===== src/hdl/lpbd_pkg.sv =====
package lpbd_pkg;

	localparam int unsigned WordBytes = 4;

	typedef enum logic [2:0] {
		PH_COUNT    = 3'd0,
		PH_NAME_LEN = 3'd1,
		PH_NAME     = 3'd2,
		PH_DATA_LEN = 3'd3,
		PH_DATA     = 3'd4,
		PH_DONE     = 3'd5
	} phase_t;

	typedef enum logic [1:0] {
		KIND_NAME   = 2'd0,
		KIND_DATA   = 2'd1,
		KIND_EMPTY  = 2'd2,
		KIND_FINISH = 2'd3
	} kind_t;

	typedef enum logic [1:0] {
		ST_COMPLETE  = 2'd0,
		ST_TRUNCATED = 2'd1,
		ST_SHORT     = 2'd2
	} status_t;

	typedef struct packed {
		phase_t      phase;
		logic [31:0] acc;
		logic [1:0]  pos;
		logic [31:0] left;
		logic [31:0] total;
		logic [31:0] cur;
	} state_t;

	typedef struct packed {
		logic        emit;
		kind_t       kind;
		logic [7:0]  byte_value;
		logic [31:0] entry_index;
		logic        field_last;
		logic        entry_complete;
		logic        finished;
		status_t     finish_status;
	} result_t;

	localparam state_t StateReset = '{
		phase: PH_COUNT,
		acc:   32'd0,
		pos:   2'd0,
		left:  32'd0,
		total: 32'd0,
		cur:   32'd0
	};

endpackage


===== src/hdl/length_prefixed_bundle_deframer.sv =====
// Deframes a length-prefixed bundle arriving one byte per beat: a 32-bit
// little-endian entry count, then per entry a 32-bit name length, the name
// bytes, a 32-bit data length and the data bytes. Name and data bytes come
// out one per beat tagged with their entry index; header bytes give no beat,
// except a zero data length, which yields an empty-entry beat. The beat for
// the input marked tlast carries the finish status (complete, truncated, or
// short of the count header) and the block then starts over on a new bundle.
// On status truncated the consumer drops the open entry. One input beat is
// taken every cycle unless output backpressure stalls the input: a byte
// passes an input register, one step of phase and counter update, and an
// output register.
module length_prefixed_bundle_deframer
	import lpbd_pkg::*;
(
	input  logic        clk,
	input  logic        arst_n,
	input  logic        s_tvalid,
	output logic        s_tready,
	input  logic [7:0]  s_tdata,   // in_byte
	input  logic        s_tlast,   // end_of_buffer
	output logic        m_tvalid,
	input  logic        m_tready,
	output logic [47:0] m_tdata,   // byte_value, entry_index, finish_status, zero pad
	output logic [3:0]  m_tuser,   // kind, field_last, entry_complete
	output logic        m_tlast    // finished
);

	logic       valid_s1;
	logic [7:0] byte_s1;
	logic       eob_s1;
	state_t     state_q;
	state_t     state_next;
	result_t    res;
	result_t    res_q;
	logic       m_valid_q;
	logic       out_free;
	logic       advance;

	assign out_free = !m_valid_q || m_tready;
	assign advance = valid_s1 && out_free;
	assign s_tready = !valid_s1 || out_free;

	always_ff @(posedge clk or negedge arst_n) begin
		if (!arst_n) begin
			valid_s1 <= 1'b0;
		end else if (s_tready) begin
			valid_s1 <= s_tvalid;
		end
	end

	always_ff @(posedge clk) begin
		if (s_tvalid && s_tready) begin
			byte_s1 <= s_tdata;
			eob_s1 <= s_tlast;
		end
	end

	lpbd_step u_step (
		.st            (state_q),
		.in_byte       (byte_s1),
		.end_of_buffer (eob_s1),
		.nxt           (state_next),
		.res           (res)
	);

	always_ff @(posedge clk or negedge arst_n) begin
		if (!arst_n) begin
			state_q <= StateReset;
			m_valid_q <= 1'b0;
		end else begin
			if (advance) begin
				state_q <= state_next;
			end
			if (out_free) begin
				m_valid_q <= advance && res.emit;
			end
		end
	end

	always_ff @(posedge clk) begin
		if (advance && res.emit) begin
			res_q <= res;
		end
	end

	assign m_tvalid = m_valid_q;
	assign m_tdata = {6'd0, res_q.finish_status, res_q.entry_index, res_q.byte_value};
	assign m_tuser = {res_q.entry_complete, res_q.field_last, res_q.kind};
	assign m_tlast = res_q.finished;

	a_finish_only_last: assert property (@(posedge clk) disable iff (!arst_n)
		(m_valid_q && res_q.kind == KIND_FINISH) |-> res_q.finished)
		else $error("finish-only beat without finished flag");

	a_status_only_last: assert property (@(posedge clk) disable iff (!arst_n)
		(m_valid_q && !res_q.finished) |-> (res_q.finish_status == ST_COMPLETE))
		else $error("finish status set on a beat that does not end the bundle");

	a_complete_kind: assert property (@(posedge clk) disable iff (!arst_n)
		(m_valid_q && res_q.entry_complete) |->
			(res_q.kind == KIND_DATA || res_q.kind == KIND_EMPTY))
		else $error("entry complete on a name or finish-only beat");

	a_held_item: assert property (@(posedge clk) disable iff (!arst_n)
		(valid_s1 && !out_free) |=> (valid_s1 && $stable(byte_s1) && $stable(eob_s1)))
		else $error("input stage lost a byte under backpressure");

endmodule


===== src/hdl/lpbd_step.sv =====
module lpbd_step
	import lpbd_pkg::*;
(
	input  state_t     st,
	input  logic [7:0] in_byte,
	input  logic       end_of_buffer,
	output state_t     nxt,
	output result_t    res
);

	logic [31:0] word;
	logic [31:0] left_dec;
	logic [31:0] cur_inc;
	phase_t      close_phase;
	state_t      upd;
	logic        have;

	always_comb begin
		word = st.acc;
		case (st.pos)
			2'd0: word[7:0] = st.acc[7:0] | in_byte;
			2'd1: word[15:8] = st.acc[15:8] | in_byte;
			2'd2: word[23:16] = st.acc[23:16] | in_byte;
			default: word[31:24] = st.acc[31:24] | in_byte;
		endcase
	end

	assign left_dec = st.left - 32'd1;
	assign cur_inc = st.cur + 32'd1;
	assign close_phase = (cur_inc == st.total) ? PH_DONE : PH_NAME_LEN;

	always_comb begin
		upd = st;
		have = 1'b0;
		res.kind = KIND_FINISH;
		res.byte_value = 8'd0;
		res.entry_index = st.cur;
		res.field_last = 1'b0;
		res.entry_complete = 1'b0;
		unique case (st.phase) inside
			PH_COUNT, PH_NAME_LEN, PH_DATA_LEN: begin
				upd.pos = st.pos + 2'd1;
				upd.acc = word;
				if (st.pos == 2'(WordBytes - 1)) begin
					upd.acc = 32'd0;
					if (st.phase == PH_COUNT) begin
						upd.total = word;
						upd.cur = 32'd0;
						upd.phase = (word != 32'd0) ? PH_NAME_LEN : PH_DONE;
					end else if (st.phase == PH_NAME_LEN) begin
						upd.left = word;
						upd.phase = (word != 32'd0) ? PH_NAME : PH_DATA_LEN;
					end else begin
						upd.left = word;
						if (word != 32'd0) begin
							upd.phase = PH_DATA;
						end else begin
							have = 1'b1;
							res.kind = KIND_EMPTY;
							res.entry_complete = 1'b1;
							upd.cur = cur_inc;
							upd.phase = close_phase;
						end
					end
				end
			end
			PH_NAME: begin
				have = 1'b1;
				res.kind = KIND_NAME;
				res.byte_value = in_byte;
				upd.left = left_dec;
				if (left_dec == 32'd0) begin
					res.field_last = 1'b1;
					upd.phase = PH_DATA_LEN;
				end
			end
			PH_DATA: begin
				have = 1'b1;
				res.kind = KIND_DATA;
				res.byte_value = in_byte;
				upd.left = left_dec;
				if (left_dec == 32'd0) begin
					res.field_last = 1'b1;
					res.entry_complete = 1'b1;
					upd.cur = cur_inc;
					upd.phase = close_phase;
				end
			end
			default: begin
			end
		endcase

		res.emit = have | end_of_buffer;
		res.finished = end_of_buffer;
		res.finish_status = ST_COMPLETE;
		if (end_of_buffer) begin
			unique case (upd.phase) inside
				PH_COUNT: res.finish_status = ST_SHORT;
				PH_NAME_LEN, PH_NAME, PH_DATA_LEN, PH_DATA: res.finish_status = ST_TRUNCATED;
				default: res.finish_status = ST_COMPLETE;
			endcase
			if (!have) begin
				res.entry_index = upd.cur;
			end
		end

		nxt = end_of_buffer ? StateReset : upd;
	end

endmodule


===== config.mk =====
export PLATFORM = sky130hd
export DESIGN_NAME = length_prefixed_bundle_deframer
export DESIGN_NICKNAME = d
export VERILOG_FILES = /design/src/hdl/lpbd_pkg.sv /design/src/hdl/length_prefixed_bundle_deframer.sv /design/src/hdl/lpbd_step.sv
export SDC_FILE = /design/constraint.sdc
export NUM_CORES = 1
export LEC_CHECK = 0
export BUFFER_PORTS_ARGS = -buffer_cell sky130_fd_sc_hd__buf_4
export CAP_MARGIN = 15
export CORE_MARGIN = 3
export CORE_UTILIZATION = 47
export DETAILED_ROUTE_END_ITERATION = 7
export PLACE_DENSITY_LB_ADDON = 0.05
export SYNTH_ARGS = -nofsm -noshare
export SYNTH_HDL_FRONTEND = slang
export SYNTH_HIERARCHICAL = 1
export SYNTH_SLANG_ARGS = --single-unit

===== constraint.sdc =====
create_clock -name clk -period 5.5 [get_ports clk]
set_input_delay 0.275 -clock clk [delete_from_list [all_inputs] [get_ports clk]]
set_output_delay 0.275 -clock clk [all_outputs]
set_load 0.02 [all_outputs]

==> results_dict.tcl, run 1 <==
set metrics [dict create \
    grt_pass1_wl_mm 62.1 \
    synth.largest_area_cell "dfrtp_1" \
    grt_pass1_vias 10000 \
    r2r_end "state_q[3]$_DFFE_PN0P_" \
    num-fill-cells 2507 \
    seqCellArea_um2 5060 \
    cts_resized 0 \
    hold_class "in -> reg" \
    fin_setup_tns_ns 0 \
    peakVddDrop_mv 0.218 \
    hpwl_mm 27.3 \
    startpoint_type "flip-flop" \
    ant_nets 0 \
    syn_inst 1399 \
    mostFrequentLayoutCell "nor2_1" \
    crit_chain "inv_1, ha_1, nor4b_1, nand4_1, nor3_1, xor2_1, or4b_1, nor4b_1, a211oi_2, buf_4, a211o_1, mux2_2" \
    fin_total_pwr_mw 4.93 \
    numCtsBuffers 17 \
    grtUsageTotal_pct 27.3 \
    async_flop_share_pct 70.7 \
    yosys-top-cells-area "dfrtp_1 (26%), edfxtp_1 (13%), mux2_4 (8.1%), mux2_2 (5.7%), nor2_1 (4.2%)" \
    dp.cells 1705 \
    netlist_area_um2 12900 \
    synth_ff_type "dfrtp_1" \
    path_common_cell "nor4b_1" \
    worstHoldEndpoint "eob_s1$_DFFE_PP_" \
    gp_congestion 0.924 \
    diodes 0 \
    drive_gt1_share_pct 19.3 \
    min-delay-start "s_tlast" \
    synth-seq-cells 191 \
    arrival_ns 5.10 \
    slew_violations 0 \
    final.period_utilization_pct 86.7 \
    min_path_cells 1 \
    drc 0 \
    yosysWarnings 6 \
    max_slew.worst_pin.slew_ns 1.05 \
    endpoint_kind "flip-flop" \
    antenna_found_initial 0 \
    clkLatencyLatePin_ns 0.44 \
    viasPerCell 6.30 \
    grt-ovfl-total 0 \
    fp.dieH_um 172 \
    final_nets 1414 \
    portBuffers 61 \
    pin_count 68 \
    slowest_delay_ns 0.67 \
    cap_viol_max_count 0 \
    timing_hold_violations_final 0 \
    crit_slowest_cell "nor4b_1" \
    wl_per_cell_um 23.1 \
    relSlewSlack_pct 29.7 \
    vias 11000 \
    routed_wl_mm 40.4 \
    fin_cells 1747 \
    grt_max_degree 88 \
    cts_sinks 191 \
    dr.pass1.iters 6 \
    reg2reg_depth 12 \
    timing.final.crit_period_ns 4.77 \
    fp-row-count 60 \
    run_status "finished clean" \
    synth_top_area_share_pct 26.1 \
    die-area_um2 29600 \
    syn_to_final_growth_pct 9.56 \
    synth-edff-count 56 \
    fmax_mhz 210 \
    die_w_um 172 \
    synth_cell_types 77 \
    cp_data_required_time_ns 5.83 \
    rsz0062_at_grt "no" \
    clk_pin_slew_ns 0.08 \
    p_leak_nw 5.99 \
    layout_common_cells "nor2_1 (141), dfrtp_1 (135), a21oi_1 (107)" \
    fin_skew_ns 0.0174 \
    crit_type "reg -> reg" \
    cts_tree "built" \
    r2r_slack_ns 0.73 \
    setup_violations 0 \
    worstPathMaxFanout 14 \
    core-area_um2 27000 \
    p_per_area_nw_per_um2 347 \
    whs_ns 0.0168 \
    r2r-start "state_q[64]$_DFFE_PN0P_" \
    seq_area_frac_synth_pct 39.1 \
    syn_avg_cell_area_um2 9.25 \
    cts_buffer_depth 2 \
    start_util_pct 47.9 \
    h-tree-depth 4 \
    clock-root-buffer "clkbuf_16" \
    multiInputGateArea_um2 7300 \
    drt_iter0_drc 1037 \
    cts_setup_buffers 0 \
]
[through the flow]
stage / utilization (%) / instance area [um2] / setup WS, ns
global route: 52.5 / 14200 / 0.434
detailed placement: 49.9 / 13500 / 0.826
finish: 52.5 / 14200 / 0.729
global placement: 49.9 / 13500 / 0.959
CTS: 52.3 / 14100 / 0.783
floorplan: - / 13000 / 0.873
[worst max-delay path: cells and delay by family, from the launching register on]
kind	cells	cell delay, ns
flops	1	0.46
fa+ha+maj	1	0.33
buf+inv	2	0.40
mux	1	0.26
xor+xnor	1	0.15
compound gates	2	0.68
simple gates	5	2.34
[Yosys cell counts (6+ instances only)]
| library cell | count |
|---|---|
| buf_1 | 6 |
| o21a_1 | 8 |
| dfrtp_1 | 135 |
| inv_1 | 18 |
| and3_1 | 22 |
| nand2b_1 | 14 |
| o21ai_0 | 77 |
| buf_6 | 10 |
| ha_1 | 8 |
| buf_2 | 13 |
| a31oi_1 | 28 |
| edfxtp_1 | 56 |
| a21o_1 | 11 |
| nor4_1 | 26 |
| a211oi_1 | 37 |
| o211ai_1 | 7 |
| mux2_2 | 65 |
| xnor2_1 | 41 |
| a2111oi_0 | 6 |
| nor2_1 | 144 |
| buf_4 | 7 |
| a21oi_1 | 107 |
| clkbuf_1 | 85 |
| or4_1 | 6 |
| nand4_1 | 25 |
| and4_1 | 7 |
| or3_1 | 28 |
| nand3_1 | 57 |
| nand2_1 | 90 |
| and2_1 | 34 |
| mux2_4 | 70 |
| nor3_1 | 32 |
| xor2_1 | 13 |
| o31ai_1 | 9 |
[report_power, final]
part,switching [mW],total [mW],internal [mW],leakage [nW]
clock,0.639,1.26,0.618,0.277
combinational,1.12,1.85,0.726,3.30
sequential,0.208,1.82,1.62,2.41
[flip-flops by register name, indices dropped and copies added, names as in the netlist]
| signal | count |
|---|---|
| byte_s1 | 8 |
| eob_s1 | 1 |
| m_tdata | 42 |
| m_tlast | 1 |
| m_tuser | 4 |
| m_tvalid | 1 |
| state_q | 133 |
| valid_s1 | 1 |
[area by class of cell]
class,count,share of cell area [%]
timing repair buffer,92,5.28
inverter,19,0.503
sequential,191,35.7
clock buffer,18,3.10
multi-input combinational,1072,51.4
clock inverter,14,0.988
tap,341,3.01
[routing by layer]
layer	vias up	wire [um]	track usage (%)
li1	5141	-	-
met1	5438	18100	38.8
met2	378	19400	44.3
met3	47	1960	3.13
met4	0	929	7.88
met5	-	0	0
[worst max-delay path by stage]
stage | start | to | slack (ns) | depth (start not counted)
floorplan | state_q[96]$_DFFE_PN0P_ | m_tdata[0]$_DFFE_PP_ | 0.87 | 12
global placement | state_q[64]$_DFFE_PN0P_ | state_q[3]$_DFFE_PN0P_ | 0.96 | 12
detailed placement | state_q[64]$_DFFE_PN0P_ | state_q[3]$_DFFE_PN0P_ | 0.83 | 12
CTS | state_q[64]$_DFFE_PN0P_ | state_q[3]$_DFFE_PN0P_ | 0.78 | 12
global route | state_q[65]$_DFFE_PN0P_ | state_q[3]$_DFFE_PN0P_ | 0.43 | 12
finish | state_q[64]$_DFFE_PN0P_ | state_q[3]$_DFFE_PN0P_ | 0.73 | 12
[logic make-up (layout without fill, tap and decap cells)]
family | count (synthesis) | count (layout) | share of synthesized area, %
AND/OR/NAND/NOR | 520 | 520 | 20.6
AO/OA/AOI/OAI | 346 | 346 | 16.8
flip-flops | 191 | 191 | 39.1
buffers and inverters | 141 | 143 | 5.01
multiplexers | 138 | 138 | 14.0
XOR/XNOR | 54 | 54 | 3.65
adder cells (fa/ha/maj) | 8 | 8 | 0.773
other | 1 | 6 | 0.0290
[timing repair]
action	4_1_cts	5_1_grt
hold buffers	8	1
endpoints found under the hold margin	87	1
setup endpoints to repair	0	0
Note: power is estimated with default switching activity, not from simulation.
==> run 2: changes to the inputs <==
--- a/config.mk
+++ b/config.mk
@@ -13,5 +13,5 @@
 export PLACE_DENSITY_LB_ADDON = 0.05
 export SYNTH_ARGS = -nofsm -noshare
 export SYNTH_HDL_FRONTEND = slang
-export SYNTH_HIERARCHICAL = 1
 export SYNTH_SLANG_ARGS = --single-unit
+export TNS_END_PERCENT = 5
==> results_dict.tcl, run 2 <==
set metrics [dict create \
    async_flop_share_pct 70.7 \
    slew_violations 0 \
    cts_buffer_depth 2 \
    timing.final.crit_period_ns 4.33 \
    clkLatencyLatePin_ns 0.46 \
    num-fill-cells 2351 \
    netlist_area_um2 11900 \
    drive_gt1_share_pct 10.8 \
    numCtsBuffers 17 \
    arrival_ns 4.62 \
    synth.largest_area_cell "dfrtp_1" \
    largest-register "state_q" \
    fin_ws_ns 1.17 \
    syn_to_final_growth_pct 11.3 \
    grt_pass1_wl_mm 64.2 \
    max_slew.worst_pin.slew_ns 1.03 \
    relSlewSlack_pct 31.2 \
    cts_tree "built" \
    crit_buf_inv 0 \
    die_w_um 165 \
    drc 0 \
    pin_count 68 \
    core-area_um2 24500 \
    endpoint_kind "flip-flop" \
    p_leak_nw 5.29 \
    vias 11300 \
    cp_data_required_time_ns 5.79 \
    grtUsageTotal_pct 31.2 \
    routed_wl_mm 42.3 \
    setup_violations 0 \
    fin_cells 1711 \
    worstPathMaxFanout 20 \
    fin_setup_tns_ns 0 \
    seqCellArea_um2 5060 \
    switchingPower_mw 2.59 \
    hold_class "in -> reg" \
    rsz0062_at_grt "no" \
    fp-row-count 57 \
    synth-edff-count 56 \
    cts_resized 0 \
    fmax_mhz 231 \
    synth-adder-area-share_pct 0.845 \
    syn_avg_cell_area_um2 8.58 \
    clk_pin_slew_ns 0.09 \
    path_common_cell "a21oi_1" \
    ant_nets 0 \
    multiInputGateArea_um2 6210 \
    power_frac_seq_pct 34.1 \
    clock-root-buffer "clkbuf_16" \
    intPower_mw 3.06 \
    fp.dieH_um 165 \
    preCtsSetupSlack_ns 1.33 \
    final_nets 1395 \
    yosysWarnings 0 \
    synth.most_common_cell "a21oi_1" \
    portBuffers 61 \
    slowest_delay_ns 0.66 \
    largest_reg_flops 133 \
    peakVddDrop_mv 0.251 \
    gp_congestion 0.975 \
    syn_inst 1381 \
    power_switching_share_pct 45.9 \
    synth-simple-area-share_pct 21.7 \
    p_clk_share_pct 25.0 \
    die-area_um2 27200 \
    synth_cell_types 80 \
    synth_top_family_by_area "compound AO/OA/AOI/OAI gates" \
    final.period_utilization_pct 78.7 \
    h-tree-depth 4 \
    p_per_area_nw_per_um2 428 \
    mostFrequentLayoutCell "a21oi_1" \
    synth_ff_type "dfrtp_1" \
    synth_common_cells "a21oi_1 (161), dfrtp_1 (135), nor2_1 (132)" \
    synth_top_area_share_pct 28.5 \
    crit_type "reg -> reg" \
    seq_area_frac_synth_pct 42.7 \
    grt_pass1_vias 10600 \
    cts_sinks 191 \
    fin_skew_ns 0.0198 \
    dr.pass1.iters 7 \
    synthMuxAreaShare_pct 0.971 \
    crit_chain "nor4_2, nand3_1, o41ai_2, nand4_1, a2111oi_4, nand2_2, nor4_4, a21oi_1, a21oi_1" \
    crit_start "state_q[66]$_DFFE_PN0P_" \
    whs_ns 0.0129 \
    comb_power_share_pct 41.0 \
    synth_compound_area_share_pct 25.2 \
    synth_xor_area_share_pct 3.25 \
    timing_hold_violations_final 0 \
    cap_viol_max_count 0 \
    wl_per_cell_um 24.7 \
    startpoint_type "flip-flop" \
    crit_slowest_cell "nor4_4" \
    antenna_found_initial 0 \
    cpLargestDelayFamily "simple AND/OR/NAND/NOR gates" \
    min-delay-start "s_tvalid" \
    layout_common_cells "a21oi_1 (160), dfrtp_1 (135), nor2_1 (130)" \
    start_util_pct 48.3 \
    drt_iter0_drc 1389 \
    diodes 0 \
    fin_total_pwr_mw 5.65 \
    synth-seq-cells 191 \
    viasPerCell 6.63 \
    r2r-start "state_q[66]$_DFFE_PN0P_" \
    grt_max_degree 94 \
    hpwl_mm 29.4 \
    dp.cells 1668 \
    run_status "finished clean" \
    yosys-top-cells-area "dfrtp_1 (29%), edfxtp_1 (14%), a21oi_1 (6.8%), nor2_1 (4.2%), o21ai_0 (4.0%)" \
    grt-ovfl-total 0 \
]
-- run 2: cell count changes after synthesis, moves of 21 or more --
cell,before,now
o31ai_1,9,47
a211oi_1,37,10
nor3_1,32,61
mux2_4,70,0
nand3_1,57,36
nand2_1,90,118
a21oi_1,107,161
mux2_2,65,4
-- run 2: metrics by stage --
step | utilization [%] | cell area (um2)
floorplan | - | 11900
global placement | 50.5 | 12400
detailed placement | 50.5 | 12400
CTS | 53.6 | 13200
global route | 53.7 | 13200
finish | 53.7 | 13200
-- run 2: timing repair --
action | 4_1_cts | 5_1_grt
setup buffers | 0 | 0
hold buffers | 10 | 0
endpoints found under the hold margin | 55 | 0
-- run 2: cells by family after synthesis --
family | after synthesis
buffers and inverters | 146
muxes | 11
xor gates and xnor gates | 44
and+or+nand+nor | 511
DFF | 191
AOI/OAI and AO/OA | 469
adders and majority gates | 8
other | 1
-- run 2: worst paths after layout --
path	end	slack, ns	depth (start not counted)
max in group asynchronous	state_q[96]$_DFFE_PN0P_	3.86	3
worst min register to register	state_q[129]$_DFFE_PN0P_	0.51	2
min in group asynchronous	state_q[5]$_DFFE_PN0P_	0.48	2
worst max register to register	m_tdata[25]$_DFFE_PP_	1.17	9
worst max-delay path	m_tdata[25]$_DFFE_PP_	1.17	9
worst min-delay path	valid_s1$_DFFE_PN0N_	0.01	2
-- run 2: layout make-up --
class | count | share of cell area (%)
Multi-Input combinational cell | 1049 | 47.1
Inverter | 20 | 0.569
Clock buffer | 17 | 3.23
Clock inverter | 15 | 1.82
Tap cell | 324 | 3.07
Sequential cell | 191 | 38.4
Timing Repair Buffer | 95 | 5.87
-- run 2: worst reg2reg max path, stage by stage, from the launching register on --
cell and delay (ns):
dfrtp_1 0.51, nor4_2 0.62, nand3_1 0.39, o41ai_2 0.50, nand4_1 0.20, a2111oi_4 0.50, nand2_2 0.45, nor4_4 0.67
a21oi_1 0.16, a21oi_1 0.17
-- run 2: layer usage --
layer / track usage (%) / up-vias / wire length, um
li1: - / 5126 / -
met1: 42.1 / 5535 / 17600
met2: 50.3 / 571 / 19700
met3: 3.46 / 114 / 2930
met4: 14.6 / 0 / 2060
met5: 0 / - / 0
-- run 2: power by group through the flow --
stage               registers (mW)  logic, mW  clock network [mW]
global route                  1.95       2.50                1.48
global placement              1.94       2.27                   0
detailed placement            1.94       2.25                   0
finish                        1.92       2.32                1.41
CTS                           1.91       2.27                1.43
floorplan                     1.90       1.50                   0
